<file path="src/rtl/core/cnd_ram.sv">
// generic single-port-write, single-port-read ram with registered read
`timescale 1ns / 1ps
`default_nettype none
module cnd_ram #(
	parameter int WIDTH = 8,
	parameter int DEPTH = 16
) (
	input  wire logic                     clk,
	input  wire logic                     we,
	input  wire logic [$clog2(DEPTH)-1:0] waddr,
	input  wire logic [WIDTH-1:0]         wdata,
	input  wire logic [$clog2(DEPTH)-1:0] raddr,
	output logic      [WIDTH-1:0]         rdata
);
	logic [WIDTH-1:0] mem [DEPTH];

	// write and registered read
	always_ff @(posedge clk) begin
		if (we) begin
			mem[waddr] <= wdata;
		end
		rdata <= mem[raddr];
	end
endmodule
`default_nettype wire

</file>
<file path="config.mk">
export PLATFORM = sky130hd
export DESIGN_NAME = cnd_ram
export DESIGN_NICKNAME = d
export VERILOG_FILES = /design/src/rtl/core/cnd_ram.sv
export SDC_FILE = /design/constraint.sdc
export NUM_CORES = 1
export LEC_CHECK = 0
export ABC_AREA = 1
export BUFFER_PORTS_ARGS = -buffer_cell sky130_fd_sc_hd__buf_4
export CAP_MARGIN = 20
export CORE_ASPECT_RATIO = 0.5
export CORE_MARGIN = 5
export CORE_UTILIZATION = 56
export CTS_CLUSTER_DIAMETER = 120
export DETAILED_ROUTE_END_ITERATION = 8
export PLACE_DENSITY = 0.71
export SLEW_MARGIN = 20
export SYNTH_ARGS = -nofsm -noshare
export SYNTH_HDL_FRONTEND = slang
export SYNTH_SLANG_ARGS = --single-unit
</file>
<file path="constraint.sdc">
create_clock -name clk -period 1.35 [get_ports clk]
set_input_delay 0.135 -clock clk [delete_from_list [all_inputs] [get_ports clk]]
set_output_delay 0.135 -clock clk [all_outputs]
set_load 0.01 [all_outputs]
</file>
# --- Word level (Yosys, flattened, before mapping) ---
# Memory sizes are Yosys's and may differ from the RTL's. A register that Yosys moved wholly into a read port is not among the register bits.
# Index checks and enable logic that the tools add are counted.
op_classes:
  muxes: 2
op_table:
  columns: ["op", "count"]
  rows:
  - ["$mux 1", 2]
word_totals:
  ff_bits: 0
  wordCells: 3
  output_inout_bits: 8
  input_bits: 18
  mem_bits_rw: 128
  memories: 1
mem_list:
  columns: ["memory", "words", "width", "read_ports", "rd_clocked_by_memory_dff", "wr", "line_no", "source"]
  rows:
  - ["mem", 16, 8, 1, 1, 1, "15", "logic [WIDTH-1:0] mem [DEPTH];"]

# --- Longest topological paths before layout ---
logic_depth:
  ltp_word: 2
  mapped_depth: 8
  depth_no_buf: 7

# --- Worst setup path before layout ---
# OpenSTA, ideal clock, no wires.
synth_timing:
  path_type: "input-to-reg"
  startpoint: "input waddr[2]"
  endpoint: "memory mem[10][0], enable pin"
  path_stages: 2
  arrival_time_ns: 0.716
  required_ns: 0.980
  setup_slack_ns: 0.264
  path_buffers: 0
  setup_ns: 0.370
  path_cell_list: "nand3b_1 nor2_1"
synth_lines:
  columns: ["element", "line_no", "source"]
  rows:
  - ["start, declared", "10", "input wire logic [$clog2(DEPTH)-1:0] waddr,"]
  - ["end, declared", "15", null]
# Straight into the memory's write port.

# --- Final worst setup path ---
layout_timing:
  startpoint: "register rdata[4], read port of mem"
  endpoint: "output rdata[4]"
layout_lines:
  columns: ["element", "line_no", "source"]
  rows:
  - ["start, declared", "13", "output logic [WIDTH-1:0] rdata"]
# No word-level cell between the ends.

==> impl_metrics.json <==
{
  "cpLargestDelayFamily": "flip-flops",
  "r2r_start": "mem[1][4]",
  "die_y_um": 81.8,
  "cts_made_buffers": 17,
  "ys_types": 12,
  "root_buffer": "clkbuf_16",
  "status": "complete, no violations",
  "start_util_pct": 57.0,
  "syn_nets": 569,
  "crit_required_ns": 1.22,
  "drcViolationCount": 0,
  "placed_area_mm2": 0.00621,
  "overflow": 0,
  "port_buffers": 25,
  "netlist_instances": 551,
  "cts_resized": 0,
  "critPathArrivalTime_ns": 0.92,
  "timing.rr.end": "rdata[4]",
  "fp.coreArea_mm2": 0.0101,
  "routabilityCongestion": 0.892,
  "yosysSeqAreaShare_pct": 69.4,
  "hold_class": "in -> reg",
  "grt.busiest_layer": "met2",
  "antenna_cells": 0,
  "clk-insertion-delay-late_ns": 0.41,
  "grt_pass1_wl_mm": 20.7,
  "num_vias": 4010,
  "final_cell_area_mm2": 0.00679,
  "cp_max_fo": 1,
  "final.setup_skew_ns": 0.00412,
  "min_from": "raddr[3]",
  "synth_area_leaders": "edfxtp_1 67%, nand2_1 11%, nand3_1 8.4%",
  "min_period_ns": 1.06,
  "path_clk_slew_ns": 0.06,
  "grt_max_degree": 49,
  "tns_ns": 0,
  "ctsHoldBuffers": 0,
  "critPathLaunch": "rdata[4]",
  "hpwl_mm": 8.26,
  "synth_top_area_cell": "edfxtp_1",
  "nets": 615,
  "total_leakage_power_nw": 2.97,
  "cts_sinks": 136,
  "die_area_mm2": 0.0126,
  "slew_headroom_pct": 80.9,
  "area.growth.synth_to_final_pct": 17.8,
  "rsz0062_at_grt": "no",
  "crit_slowest_cell": "dfxtp_1",
  "dr.pass1.iters": 6,
  "crit_chain": "buf_4",
  "gr-usage-met2_pct": 35.9,
  "totalWireLength_mm": 13.5,
  "cts_setup_buffers": 0,
  "endpoint_kind": "output port",
  "maxCapViolCount": 0,
  "antenna_found_initial": 0,
  "synth_seq_cells": 136,
  "totalPowerFinal_mw": 9.97,
  "post-route-period-util_pct": 78.2,
  "most-common-layout-cells": "173 x nand2_1, 128 x edfxtp_1, 100 x inv_1, 97 x nand3_1, 47 x buf_4",
  "tightestPinTransition_ns": 0.286,
  "finalSetupViolations": 0,
  "yosysWarnings": 0,
  "cts_max_level": 4,
  "netlist_area_mm2": 0.00577,
  "first_iter_violations": 344,
  "grt_use_total_pct": 22.6,
  "path_class": "reg -> out",
  "drive_gt1_share_pct": 13.5,
  "fmax_ghz": 0.947,
  "vdd_ir_drop_max_v": 0.00112,
  "cp_num_buf_inv": 1,
  "row_count": 26,
  "grt.met1_usage_pct": 30.7,
  "startpoint_type": "flip-flop",
  "hold_viol_final": 0,
  "wl_per_cell_um": 18.0,
  "numPlacedInstances": 718,
  "first_global_vias": 3830,
  "rr_worst_depth": 6,
  "final_common_cell": "nand2_1",
  "met3_usage_pct": 5.21,
  "worst-r2r-setup-slack_ns": 0.31,
  "cts_tree": "done",
  "io_pins": 26,
  "synth_top_cell_area_share_pct": 66.7,
  "worst_hold_path.endpoint": "rdata[4]",
  "p_per_area_mw_per_mm2": 1470,
  "cts_buffer_depth": 2,
  "synth.avg_cell_area_um2": 10.5,
  "final_cells": 749,
  "vias_per_cell": 5.35,
  "die_width_um": 154,
  "min_path_cells": 3,
  "antenna_left": 0,
  "finalMaxSlewViolations": 0,
  "cpPeakStageDelay_ns": 0.37
}
## cell usage after synthesis, drive strengths merged
| master | n |
|---|---|
| nand2 | 173 |
| edfxtp | 128 |
| inv | 102 |
| nand3 | 97 |
| buf | 24 |
| nor2 | 17 |
| dfxtp | 8 |
| nand3b | 2 |
## kinds of logic after synthesis
family	Yosys count	synth area share [%]
AND/OR/NAND/NOR	289	21.0
flip-flops	136	69.4
buffers and inverters	126	9.52
## sequential cells by signal (all words and copies together), names as in the netlist
name,count
rdata,8
mem,128
## cell type report
cell class | instances | area, um2
clock buffer | 17 | 425
clock inverter | 14 | 159
fill | 753 | 3320
inverter | 102 | 383
multi-input combinational | 289 | 1210
sequential | 136 | 4000
tap | 140 | 175
timing repair buffer | 51 | 433
## how the worst max path moves through the flow
| stage | slack, ns | cells after the start | endpoint |
|---|---|---|---|
| finish | 0.29 | 1 | rdata[4] |
| global route | 0.23 | 6 | rdata[1] |
| CTS | 0.30 | 1 | rdata[4] |
| detailed placement | 0.17 | 8 | rdata[1] |
| global placement | 0.19 | 8 | rdata[1] |
| floorplan | 0.26 | 2 | mem[10][0] |
## per-layer routing
layer,vias to the layer above,wire length [um]
met2,187,6090
met1,1930,5880
met3,28,1210
met4,0,312
li1,1865,-
met5,-,0
## per-stage QoR
step / worst slack [ns] / utilization [%] / hold slack [ns]
after global placement: 0.191 / 61.4 / 0.473
after global routing: 0.227 / 67.1 / 0.0645
final: 0.294 / 67.1 / 0.0550
after floorplan: 0.264 / - / 0.234
after detailed placement: 0.174 / 61.4 / 0.467
after CTS: 0.296 / 67.1 / 0.0418
## where the power goes
group / internal, mW / total (mW) / switching, mW
Combinational: 0.219 / 0.650 / 0.431
Clock: 2.87 / 4.57 / 1.70
Sequential: 4.72 / 4.75 / 0.0332
Total: 7.81 / 9.97 / 2.16
Power figures use the tool's default switching activity.
