`config.mk`:
```
export PLATFORM = sky130hd
export DESIGN_NAME = cnd_vec
export DESIGN_NICKNAME = d
export VERILOG_FILES = /design/src/rtl/core/cnd_pkg.sv /design/src/rtl/core/cnd_vec.sv
export SDC_FILE = /design/constraint.sdc
export NUM_CORES = 2
export LEC_CHECK = 0
export ABC_CLOCK_PERIOD_IN_PS = 14800
export BUFFER_PORTS_ARGS = -buffer_cell sky130_fd_sc_hd__buf_4
export CAP_MARGIN = 25
export CORE_MARGIN = 10
export CORE_UTILIZATION = 50
export CTS_CLUSTER_SIZE = 40
export DETAILED_ROUTE_END_ITERATION = 12
export GPL_TIMING_DRIVEN = 0
export PLACE_DENSITY = 0.66
export SLEW_MARGIN = 20
export SYNTH_ARGS = -nofsm -noshare
export SYNTH_HDL_FRONTEND = slang
export SYNTH_SLANG_ARGS = --single-unit
```
`constraint.sdc`:
```
create_clock -name clk -period 14.8 [get_ports clk]
set_clock_uncertainty 0.15 [all_clocks]
set_input_delay 0.74 -clock clk [delete_from_list [all_inputs] [get_ports clk]]
set_output_delay 0.74 -clock clk [all_outputs]
set_load 0.1 [all_outputs]
```
`src/rtl/core/cnd_pkg.sv`:
```
// shared constants and types for the contour normals and distances block
`timescale 1ns / 1ps
`default_nettype none
package cnd_pkg;
	// store geometry
	localparam int MAX_POINTS = 64;
	localparam int ADDR_W     = $clog2(MAX_POINTS);
	localparam int CNT_W      = $clog2(MAX_POINTS + 1);

	// field widths
	localparam int COORD_W = 24;
	localparam int AREA_W  = 56;
	localparam int DIST_W  = 32;
	localparam int NRM_W   = 16;

	// vector unit widths
	localparam int VEC_W      = 26;
	localparam int MAG_W      = VEC_W - 1;
	localparam int SQ_W       = 2 * MAG_W + 1;
	localparam int ROOT_W     = 64;
	localparam int ROOT_STEPS = ROOT_W / 2;
	localparam int LEN_W      = 32;
	localparam int LEN_SHIFT  = 14;
	localparam int DIST_SHIFT = LEN_SHIFT / 2;
	localparam int NUM_SHIFT  = 23;
	localparam int NUM_W      = 50;
	localparam int QSTEPS     = NRM_W - 1;
	localparam int QCNT_W     = $clog2(QSTEPS);

	// near-zero limits on squared length
	localparam logic [SQ_W-1:0] DIR_EPS = SQ_W'(16);
	localparam logic [SQ_W-1:0] NRM_EPS = SQ_W'(1073);
	localparam logic signed [NRM_W-1:0] UNIT_Q15 = 16'sd32767;

	typedef logic signed [COORD_W-1:0] coord_t;
	typedef logic signed [NRM_W-1:0]   nrm_t;

	// request to the vector unit
	typedef struct packed {
		logic signed [VEC_W-1:0] dx;
		logic signed [VEC_W-1:0] dy;
		logic                    nrm;
	} vec_req_t;

	// answer of the vector unit
	typedef struct packed {
		logic             nz;
		logic [LEN_W-1:0] len;
		nrm_t             ux;
		nrm_t             uy;
	} vec_res_t;
endpackage
`default_nettype wire

```
`src/rtl/core/cnd_vec.sv`:
```
// iterative vector unit: squared length, square root and unit components
`timescale 1ns / 1ps
`default_nettype none
module cnd_vec (
	input  wire logic              clk,
	input  wire logic              arst_n,
	input  wire logic              start,
	input  wire cnd_pkg::vec_req_t req,
	output logic                   done,
	output cnd_pkg::vec_res_t      res
);
	typedef enum logic [3:0] {
		V_IDLE, V_SQX, V_SQY, V_CHK, V_ROOT, V_DSET, V_DSAT, V_DIV, V_DONE
	} vstate_t;

	vstate_t                             state_q;
	logic [cnd_pkg::MAG_W-1:0]           ax_q, ay_q;
	logic                                sx_q, sy_q, nrm_q, ysel_q;
	logic [cnd_pkg::SQ_W-1:0]            s_q;
	logic [cnd_pkg::ROOT_W-1:0]          rem_q, root_q;
	logic [$clog2(cnd_pkg::ROOT_STEPS)-1:0] k_q;
	logic [cnd_pkg::NUM_W-1:0]           num_q, den_q;
	logic [cnd_pkg::QCNT_W-1:0]          b_q;
	logic [cnd_pkg::QSTEPS-1:0]          quot_q;

	logic [cnd_pkg::MAG_W-1:0]   mul_a;
	logic [2*cnd_pkg::MAG_W-1:0] sq_c;
	logic [cnd_pkg::ROOT_W-1:0]  bit_c, tst_c, root_nx;
	logic                        root_ge;
	logic [cnd_pkg::MAG_W-1:0]   mag_c;
	logic                        sgn_c;
	logic [cnd_pkg::NUM_W-1:0]   num_set, den_sh;
	logic                        div_ge, sat_c;
	logic [cnd_pkg::QSTEPS-1:0]  quot_nx;
	logic [cnd_pkg::SQ_W-1:0]    eps_c;

	// shared squarer
	assign mul_a = (state_q == V_SQX) ? ax_q : ay_q;
	assign sq_c  = mul_a * mul_a;

	// one root step, two bits of the radicand
	assign bit_c   = cnd_pkg::ROOT_W'(1) << {k_q, 1'b0};
	assign tst_c   = root_q + bit_c;
	assign root_ge = rem_q >= tst_c;
	assign root_nx = root_ge ? ((root_q >> 1) + bit_c) : (root_q >> 1);

	// one quotient bit per step, rounding term folded into the dividend
	assign mag_c   = ysel_q ? ay_q : ax_q;
	assign sgn_c   = ysel_q ? sy_q : sx_q;
	assign num_set = cnd_pkg::NUM_W'({mag_c, cnd_pkg::NUM_SHIFT'(0)}) +
		cnd_pkg::NUM_W'(res.len);
	assign den_sh  = den_q << b_q;
	assign div_ge  = num_q >= den_sh;
	assign sat_c   = num_q >= (den_q << cnd_pkg::QSTEPS);
	assign quot_nx = quot_q | (cnd_pkg::QSTEPS'(div_ge) << b_q);
	assign eps_c   = nrm_q ? cnd_pkg::NRM_EPS : cnd_pkg::DIR_EPS;

	assign done = (state_q == V_DONE);

	// sequencer and datapath registers
	always_ff @(posedge clk or negedge arst_n) begin
		if (!arst_n) begin
			state_q <= V_IDLE;
		end else begin
			case (state_q)
				V_IDLE: begin
					if (start) begin
						ax_q    <= cnd_pkg::MAG_W'(req.dx < 0 ? -req.dx : req.dx);
						ay_q    <= cnd_pkg::MAG_W'(req.dy < 0 ? -req.dy : req.dy);
						sx_q    <= req.dx < 0;
						sy_q    <= req.dy < 0;
						nrm_q   <= req.nrm;
						state_q <= V_SQX;
					end
				end
				V_SQX: begin
					s_q     <= cnd_pkg::SQ_W'(sq_c);
					state_q <= V_SQY;
				end
				V_SQY: begin
					s_q     <= s_q + cnd_pkg::SQ_W'(sq_c);
					state_q <= V_CHK;
				end
				V_CHK: begin
					res.nz  <= s_q <= eps_c;
					rem_q   <= {s_q[cnd_pkg::ROOT_W-cnd_pkg::LEN_SHIFT-1:0],
						cnd_pkg::LEN_SHIFT'(0)};
					root_q  <= '0;
					k_q     <= '1;
					state_q <= V_ROOT;
				end
				V_ROOT: begin
					if (root_ge) begin
						rem_q <= rem_q - tst_c;
					end
					root_q <= root_nx;
					if (k_q == '0) begin
						res.len <= root_nx[cnd_pkg::LEN_W-1:0];
						ysel_q  <= 1'b0;
						state_q <= res.nz ? V_DONE : V_DSET;
					end else begin
						k_q <= k_q - 1'b1;
					end
				end
				V_DSET: begin
					num_q   <= num_set;
					den_q   <= cnd_pkg::NUM_W'({res.len, 1'b0});
					quot_q  <= '0;
					b_q     <= cnd_pkg::QCNT_W'(cnd_pkg::QSTEPS - 1);
					state_q <= V_DSAT;
				end
				V_DSAT: begin
					if (sat_c) begin
						if (ysel_q) begin
							res.uy  <= sgn_c ? -cnd_pkg::UNIT_Q15 : cnd_pkg::UNIT_Q15;
							state_q <= V_DONE;
						end else begin
							res.ux  <= sgn_c ? -cnd_pkg::UNIT_Q15 : cnd_pkg::UNIT_Q15;
							ysel_q  <= 1'b1;
							state_q <= V_DSET;
						end
					end else begin
						state_q <= V_DIV;
					end
				end
				V_DIV: begin
					if (div_ge) begin
						num_q <= num_q - den_sh;
					end
					quot_q <= quot_nx;
					if (b_q == '0) begin
						if (ysel_q) begin
							res.uy  <= sgn_c ? -$signed({1'b0, quot_nx}) : $signed({1'b0, quot_nx});
							state_q <= V_DONE;
						end else begin
							res.ux  <= sgn_c ? -$signed({1'b0, quot_nx}) : $signed({1'b0, quot_nx});
							ysel_q  <= 1'b1;
							state_q <= V_DSET;
						end
					end else begin
						b_q <= b_q - 1'b1;
					end
				end
				V_DONE: begin
					state_q <= V_IDLE;
				end
				default: begin
					state_q <= V_IDLE;
				end
			endcase
		end
	end

	// a new request only finds the unit free
	a_start_idle: assert property (@(posedge clk) disable iff (!arst_n)
		start |-> state_q == V_IDLE)
		else $error("vector request while unit busy");

	// completion lasts one cycle
	a_done_once: assert property (@(posedge clk) disable iff (!arst_n)
		done |=> state_q == V_IDLE)
		else $error("vector unit stuck after completion");
endmodule
`default_nettype wire

```
Word level (Yosys, flattened, before mapping)
Cells that the tools add are included.
W data, S select, Z words.
{ "word_totals": {"regBits": 408, "input_bits": 56, "output_inout_bits": 66, "elab_cells": 122} }
{ "classes": {"n_addsub": 11, "multipliers": 1, "n_lt_le_gt_ge": 6, "eq_ne": 20, "shifts": 3, "muxes": 38, "bitwise": 1, "n_reduce_logical": 23} }
{ "ops": {"columns": ["operator", "n"], "rows": [
  ["$pmux W64 S2", 2],
  ["$mux W64", 2],
  ["$pmux W51 S2", 1],
  ["$mux W25", 4],
  ["$pmux W50 S2", 1],
  ["$mux W16", 6],
  ["$add A63 B64 Y64", 1],
  ["$add A64 B64 Y64", 1],
  ["$ge A64 B64 Y1", 1],
  ["$mux W32", 2],
  ["$pmux W32 S2", 1],
  ["$shl A1 B6 Y64 const A", 1],
  ["$sub A64 B64 Y64", 1],
  ["$lt A26 B1 Y1 const B", 2],
  ["$add A51 B50 Y51", 1],
  ["$le A51 B11 Y1", 1],
  ["$ge A50 B48 Y1", 1],
  ["$ge A50 B50 Y1", 1],
  ["$mul A25 B25 Y50", 1],
  ["$mux W50", 1],
  ["$neg A25 Y25", 2],
  ["$shl A33 B4 Y50", 1],
  ["$sub A50 B50 Y50", 1],
  ["$add A48 B32 Y49", 1],
  ["other kinds (27)", 66]
]} }

Logic depth before layout (Yosys ltp)
{ "logic_depth": {"depth_word": 9, "ltp_mapped": 44, "mapped_depth_nobuf": 42} }

Least setup slack after synthesis
No wires, ideal clock.
{ "synth_path": {"path_kind": "reg2reg", "startpoint": "reg state_q[2]", "endpoint": "reg s_q[48] (netlist name) (data pin)", "setup_ps": 260, "arrival_ps": 10267, "required_ps": 14390, "setup_slack_ps": 4124, "stages_incl_launch_ff": 41, "n_path_buf": 3, "synth_period_minus_slack_ps": 10676, "path_cell_list": "dfrtp_1 > or2_2 > nor3b_1 > buf_2 > buf_2 > mux2i_1 > clkbuf_1 > nor2_1 > fa_1 > inv_1 > fa_1 > inv_1 > fa_1 > inv_1 > fa_1 > inv_1 > fa_1 > fa_1 > (+5 left out) > nor2b_1 > a21oi_1 > a41oi_1 > o21ai_0 > a21o_1 > a21oi_1 > xnor2_1 > ha_1 > nand2_1 > nor3_1 > o211a_1 > o311a_1 > a221oi_2 > a21o_1 > o31ai_1 > a31oi_1 > xnor2_1 > mux2_2"} }
{ "synth_between": {"elab_chain_len": 5, "word_cells_on_any_way": 6, "cone_classes": "add/sub: 1; mul: 1; eq/ne: 2; mux: 2"} }
{ "synth_rtl": {"columns": ["element", "line_no", "text"], "rows": [
  ["from (decl)", "cnd_vec.sv:16", "vstate_t state_q;"],
  ["from (signal assigned)", "cnd_vec.sv:100", "state_q <= res.nz ? V_DONE : V_DSET;"],
  ["$eq A4 B1 Y1", "cnd_vec.sv:38, cnd_vec.sv:65", null],
  ["$mux W25", "cnd_vec.sv:38", "assign mul_a = (state_q == V_SQX) ? ax_q : ay_q;"],
  ["$mul A25 B25 Y50", "cnd_vec.sv:39", "assign sq_c = mul_a * mul_a;"],
  ["$add A51 B50 Y51", "cnd_vec.sv:81", "s_q <= s_q + cnd_pkg::SQ_W'(sq_c);"],
  ["$pmux W51 S2 *", "cnd_vec.sv:65", "case (state_q)"],
  ["to (signal assigned)", "cnd_vec.sv:77", "s_q <= cnd_pkg::SQ_W'(sq_c);"],
  ["to (signal assigned)", "cnd_vec.sv:81", null],
  ["to (decl)", "cnd_vec.sv:19", "logic [cnd_pkg::SQ_W-1:0] s_q;"]
]} }
Every way passes the cells marked *; elsewhere a longest branch is shown, timed or not.
A chain may end at the register's enable or synchronous reset.

Worst setup path in the final report
{ "layout_path": {"startpoint": "reg state_q[2]", "endpoint": "reg s_q[49] (netlist name) (data pin)"} }
The elaborated chain is that of the path after synthesis.

==> reports/metrics.yaml <==
status: "finished clean"
core_area_um2: 102000
place_area_um2: 54400
finalSetupTns_ps: 0
fin_area_um2: 56100
cp.arrival_ps: 13830
ff_latch_area_um2: 12200
gr-total-overflow: 0
cp-end-kind: "register"
syn-mean-instance-area_um2: 9.00
htree_levels: 2
layout_min_cycle_time_ps: 13620
netlist_instances: 5712
clock_latency_ps: 680
crit_path_max_incr_delay_ps: 930
cts_resized: 0
rsz0062_at_grt: "false"
port_buffers: 121
root_buffer: "clkbuf_16"
drc: 0
wl_um: 162000
die_area_um2: 116000
holdBufCountCts: 1
max_slew_margin_pct: 25.5
postCtsSetupBuffers: 0
hp-class: "input pin to register"
dieWidth_um: 341
worstMarginPinSlew_ps: 1100
clock_sinks: 408
crit_start: "state_q[2]"
setup-violations-final: 0
period_share_pct: 92.1
reg2reg_depth: 39
syn-cell-area_um2: 51400
hpwl_um: 132000
ys_warn_count: 0
grtUsageTotal_pct: 27.5
dieHeight_um: 341
ys_seq_area_share_pct: 23.8
ant_nets: 0
layout.cells.non_filler: 7312
io_pins: 122
cp_slowest_cell: "mux2i_2"
syn2layout_area_growth_pct: 9.11
hold_viol_final: 0
cts_tree: "done"
gp_congestion: 0.975
grt_max_degree: 40
fin_ws_ps: 1180
initial_core_util_pct: 50.5
place_inst: 7216
fmax_ghz: 0.0734
vias: 43000
setup.worst_path.class: "register to register"
rrSetupSlack_ps: 1180
drv_slew: 0
fillers: 9362
synth_nets: 6704
multi_input_comb_area_um2: 35400
r2r-start: "state_q[2]"
crit_path_end: "s_q[49]"
synth-seq-cells: 408
r2r-end: "s_q[49]"
synth_edf_count: 404
grt_pass1_vias: 43100
synth_top_flop_cell: "edfxtp_1"
grt_pass1_wl_um: 250000
vias_per_cell: 5.89
rows: 117
synthArstFlopShare_pct: 0.980
firstDrtPassIters: 6
wl_per_cell_um: 22.2
antenna_found_initial: 3
cts_buffers: 51
pre_cts_ws_ps: 1510
drive_above_1_share_pct: 6.26
crit_top_cell: "fa_1"
path_max_fanout: 10
cts_buffer_depth: 3
startpoint_type: "register"
ys_types: 95
required_ps: 15010
cap_violations: 0
drt-initial-drc-count: 3424
clk_pin_slew_ps: 60
fin_nets: 6895
cells in the final DEF (no fill, tap or decap), types with 13 or more instances in the layout:
cell       Yosys  routed
a211oi_1      40      40
a21boi_0      16      16
a21o_1       143     143
a21oi_1      298     297
a31o_2        17      17
a31oi_1      101     101
and2_1        57      57
and3_1        33      32
and4_1        16      16
buf_1         20      20
buf_2         13      13
buf_4          1     124
clkbuf_1     159     166
clkbuf_16      0      52
clkinv_1       6      13
edfxtp_1     404     404
fa_1         472     472
ha_1         464     464
inv_1        812     811
mux2_2        43      43
mux2i_1       50      43
mux4_2        21      21
nand2_1      641     641
nand2b_1      33      33
nand3_1       76      76
nand4_1       55      55
nor2_1       452     449
nor2b_1       47      47
nor3_1        61      61
nor4_1        22      22
o211a_1       14      14
o211ai_1      27      27
o21a_1        38      37
o21ai_0      342     342
o21bai_1      52      52
o31ai_1       38      38
or2_2         17      17
or3_1         29      29
xnor2_1      227     227
xor2_1       157     157
state kept, by name, indices dropped and copies added, names as in the netlist, 25 cells and up:
register,flops
res,65
num_q,50
ax_q,25
den_q,32
rem_q,64
s_q,51
root_q,64
ay_q,25
how the worst min path moves through the flow:
stage | startpoint | to | slack (ps) | cells past startpoint
6_report | req[0] | nrm_q | 130 | 1
5_1_grt | req[0] | nrm_q | 100 | 1
4_1_cts | req[0] | nrm_q | 90 | 1
3_5_place_dp | res[40] | den_q[9] | 340 | 0
3_3_place_gp | res[34] | den_q[3] | 330 | 0
2_1_floorplan | arst_n | state_q[0] | 290 | 0
metrics by stage:
| step | hold slack (ps) | util (%) |
|---|---|---|
| after global placement | 325 | 53.0 |
| after CTS | 86.2 | 55.0 |
| final | 126 | 55.1 |
| after floorplan | 294 | - |
| after detailed placement | 335 | 53.4 |
| after global routing | 95.7 | 55.1 |
cells by family after synthesis:
kind of cell	synth area share, %
flops	23.8
fa+ha+maj	29.7
xor+xnor	6.54
simple gates	13.7
buf+inv	7.58
mux	2.92
compound gates	15.8
worst max-delay path: cells and delay by family (launching register included):
family | cells | cell delay (ps)
fa+ha+maj | 9 | 4560
compound gates | 13 | 3190
buf+inv | 9 | 2090
simple gates | 5 | 1500
mux | 1 | 930
flops | 1 | 450
xor+xnor | 2 | 410
per-layer routing:
| layer | GRT usage [%] | up-vias | wire length, um |
|---|---|---|---|
| met5 | 0 | - | 13 |
| met4 | 11.2 | 2 | 7270 |
| met3 | 4.72 | 350 | 11400 |
| met2 | 45.9 | 1643 | 76900 |
| met1 | 35.3 | 21100 | 66700 |
| li1 | - | 19900 | - |
cells in the mapped netlist, types with 9 or more instances:
| cell | number | share of area (%) |
|---|---|---|
| inv_1 | 812 | 5.9 |
| nand2_1 | 641 | 4.7 |
| fa_1 | 472 | 18 |
| ha_1 | 464 | 11 |
| nor2_1 | 452 | 3.3 |
| edfxtp_1 | 404 | 24 |
| o21ai_0 | 342 | 3.3 |
| a21oi_1 | 298 | 2.9 |
| xnor2_1 | 227 | 3.9 |
| clkbuf_1 | 159 | 1.2 |
| xor2_1 | 157 | 2.7 |
| a21o_1 | 143 | 2.1 |
| a31oi_1 | 101 | 1.2 |
| nand3_1 | 76 | 0.74 |
| nor3_1 | 61 | 0.59 |
| and2_1 | 57 | 0.69 |
| nand4_1 | 55 | 0.67 |
| o21bai_1 | 52 | 0.76 |
| mux2i_1 | 50 | 0.97 |
| nor2b_1 | 47 | 0.57 |
| mux2_2 | 43 | 0.94 |
| a211oi_1 | 40 | 0.58 |
| o21a_1 | 38 | 0.55 |
| o31ai_1 | 38 | 0.55 |
| and3_1 | 33 | 0.40 |
| nand2b_1 | 33 | 0.40 |
| or3_1 | 29 | 0.35 |
| o211ai_1 | 27 | 0.39 |
| nor4_1 | 22 | 0.27 |
| mux4_2 | 21 | 0.92 |
| buf_1 | 20 | 0.15 |
| a31o_2 | 17 | 0.29 |
| or2_2 | 17 | 0.21 |
| a21boi_0 | 16 | 0.23 |
| and4_1 | 16 | 0.27 |
| o211a_1 | 14 | 0.27 |
| buf_2 | 13 | 0.13 |
| a311oi_1 | 12 | 0.20 |
| or4_1 | 12 | 0.18 |
| a2111oi_0 | 10 | 0.17 |
| o21ai_1 | 10 | 0.097 |
| a221oi_1 | 9 | 0.15 |
| a41oi_1 | 9 | 0.15 |
cell type report:
type / instances / share of cell area [%]
well taps: 1368 / 3.05
clock buffers: 59 / 2.37
inverters: 823 / 5.51
plain buffers: 199 / 1.44
clock inverters: 33 / 0.620
flip-flops and latches: 408 / 21.8
diodes: 2 / 0.00892
multi-input cells: 4282 / 63.0
repair buffers: 138 / 2.16
Power is left out: the tool's default activity adds up to more than one toggle a clock period on the data nets, which glitch-free logic cannot reach.
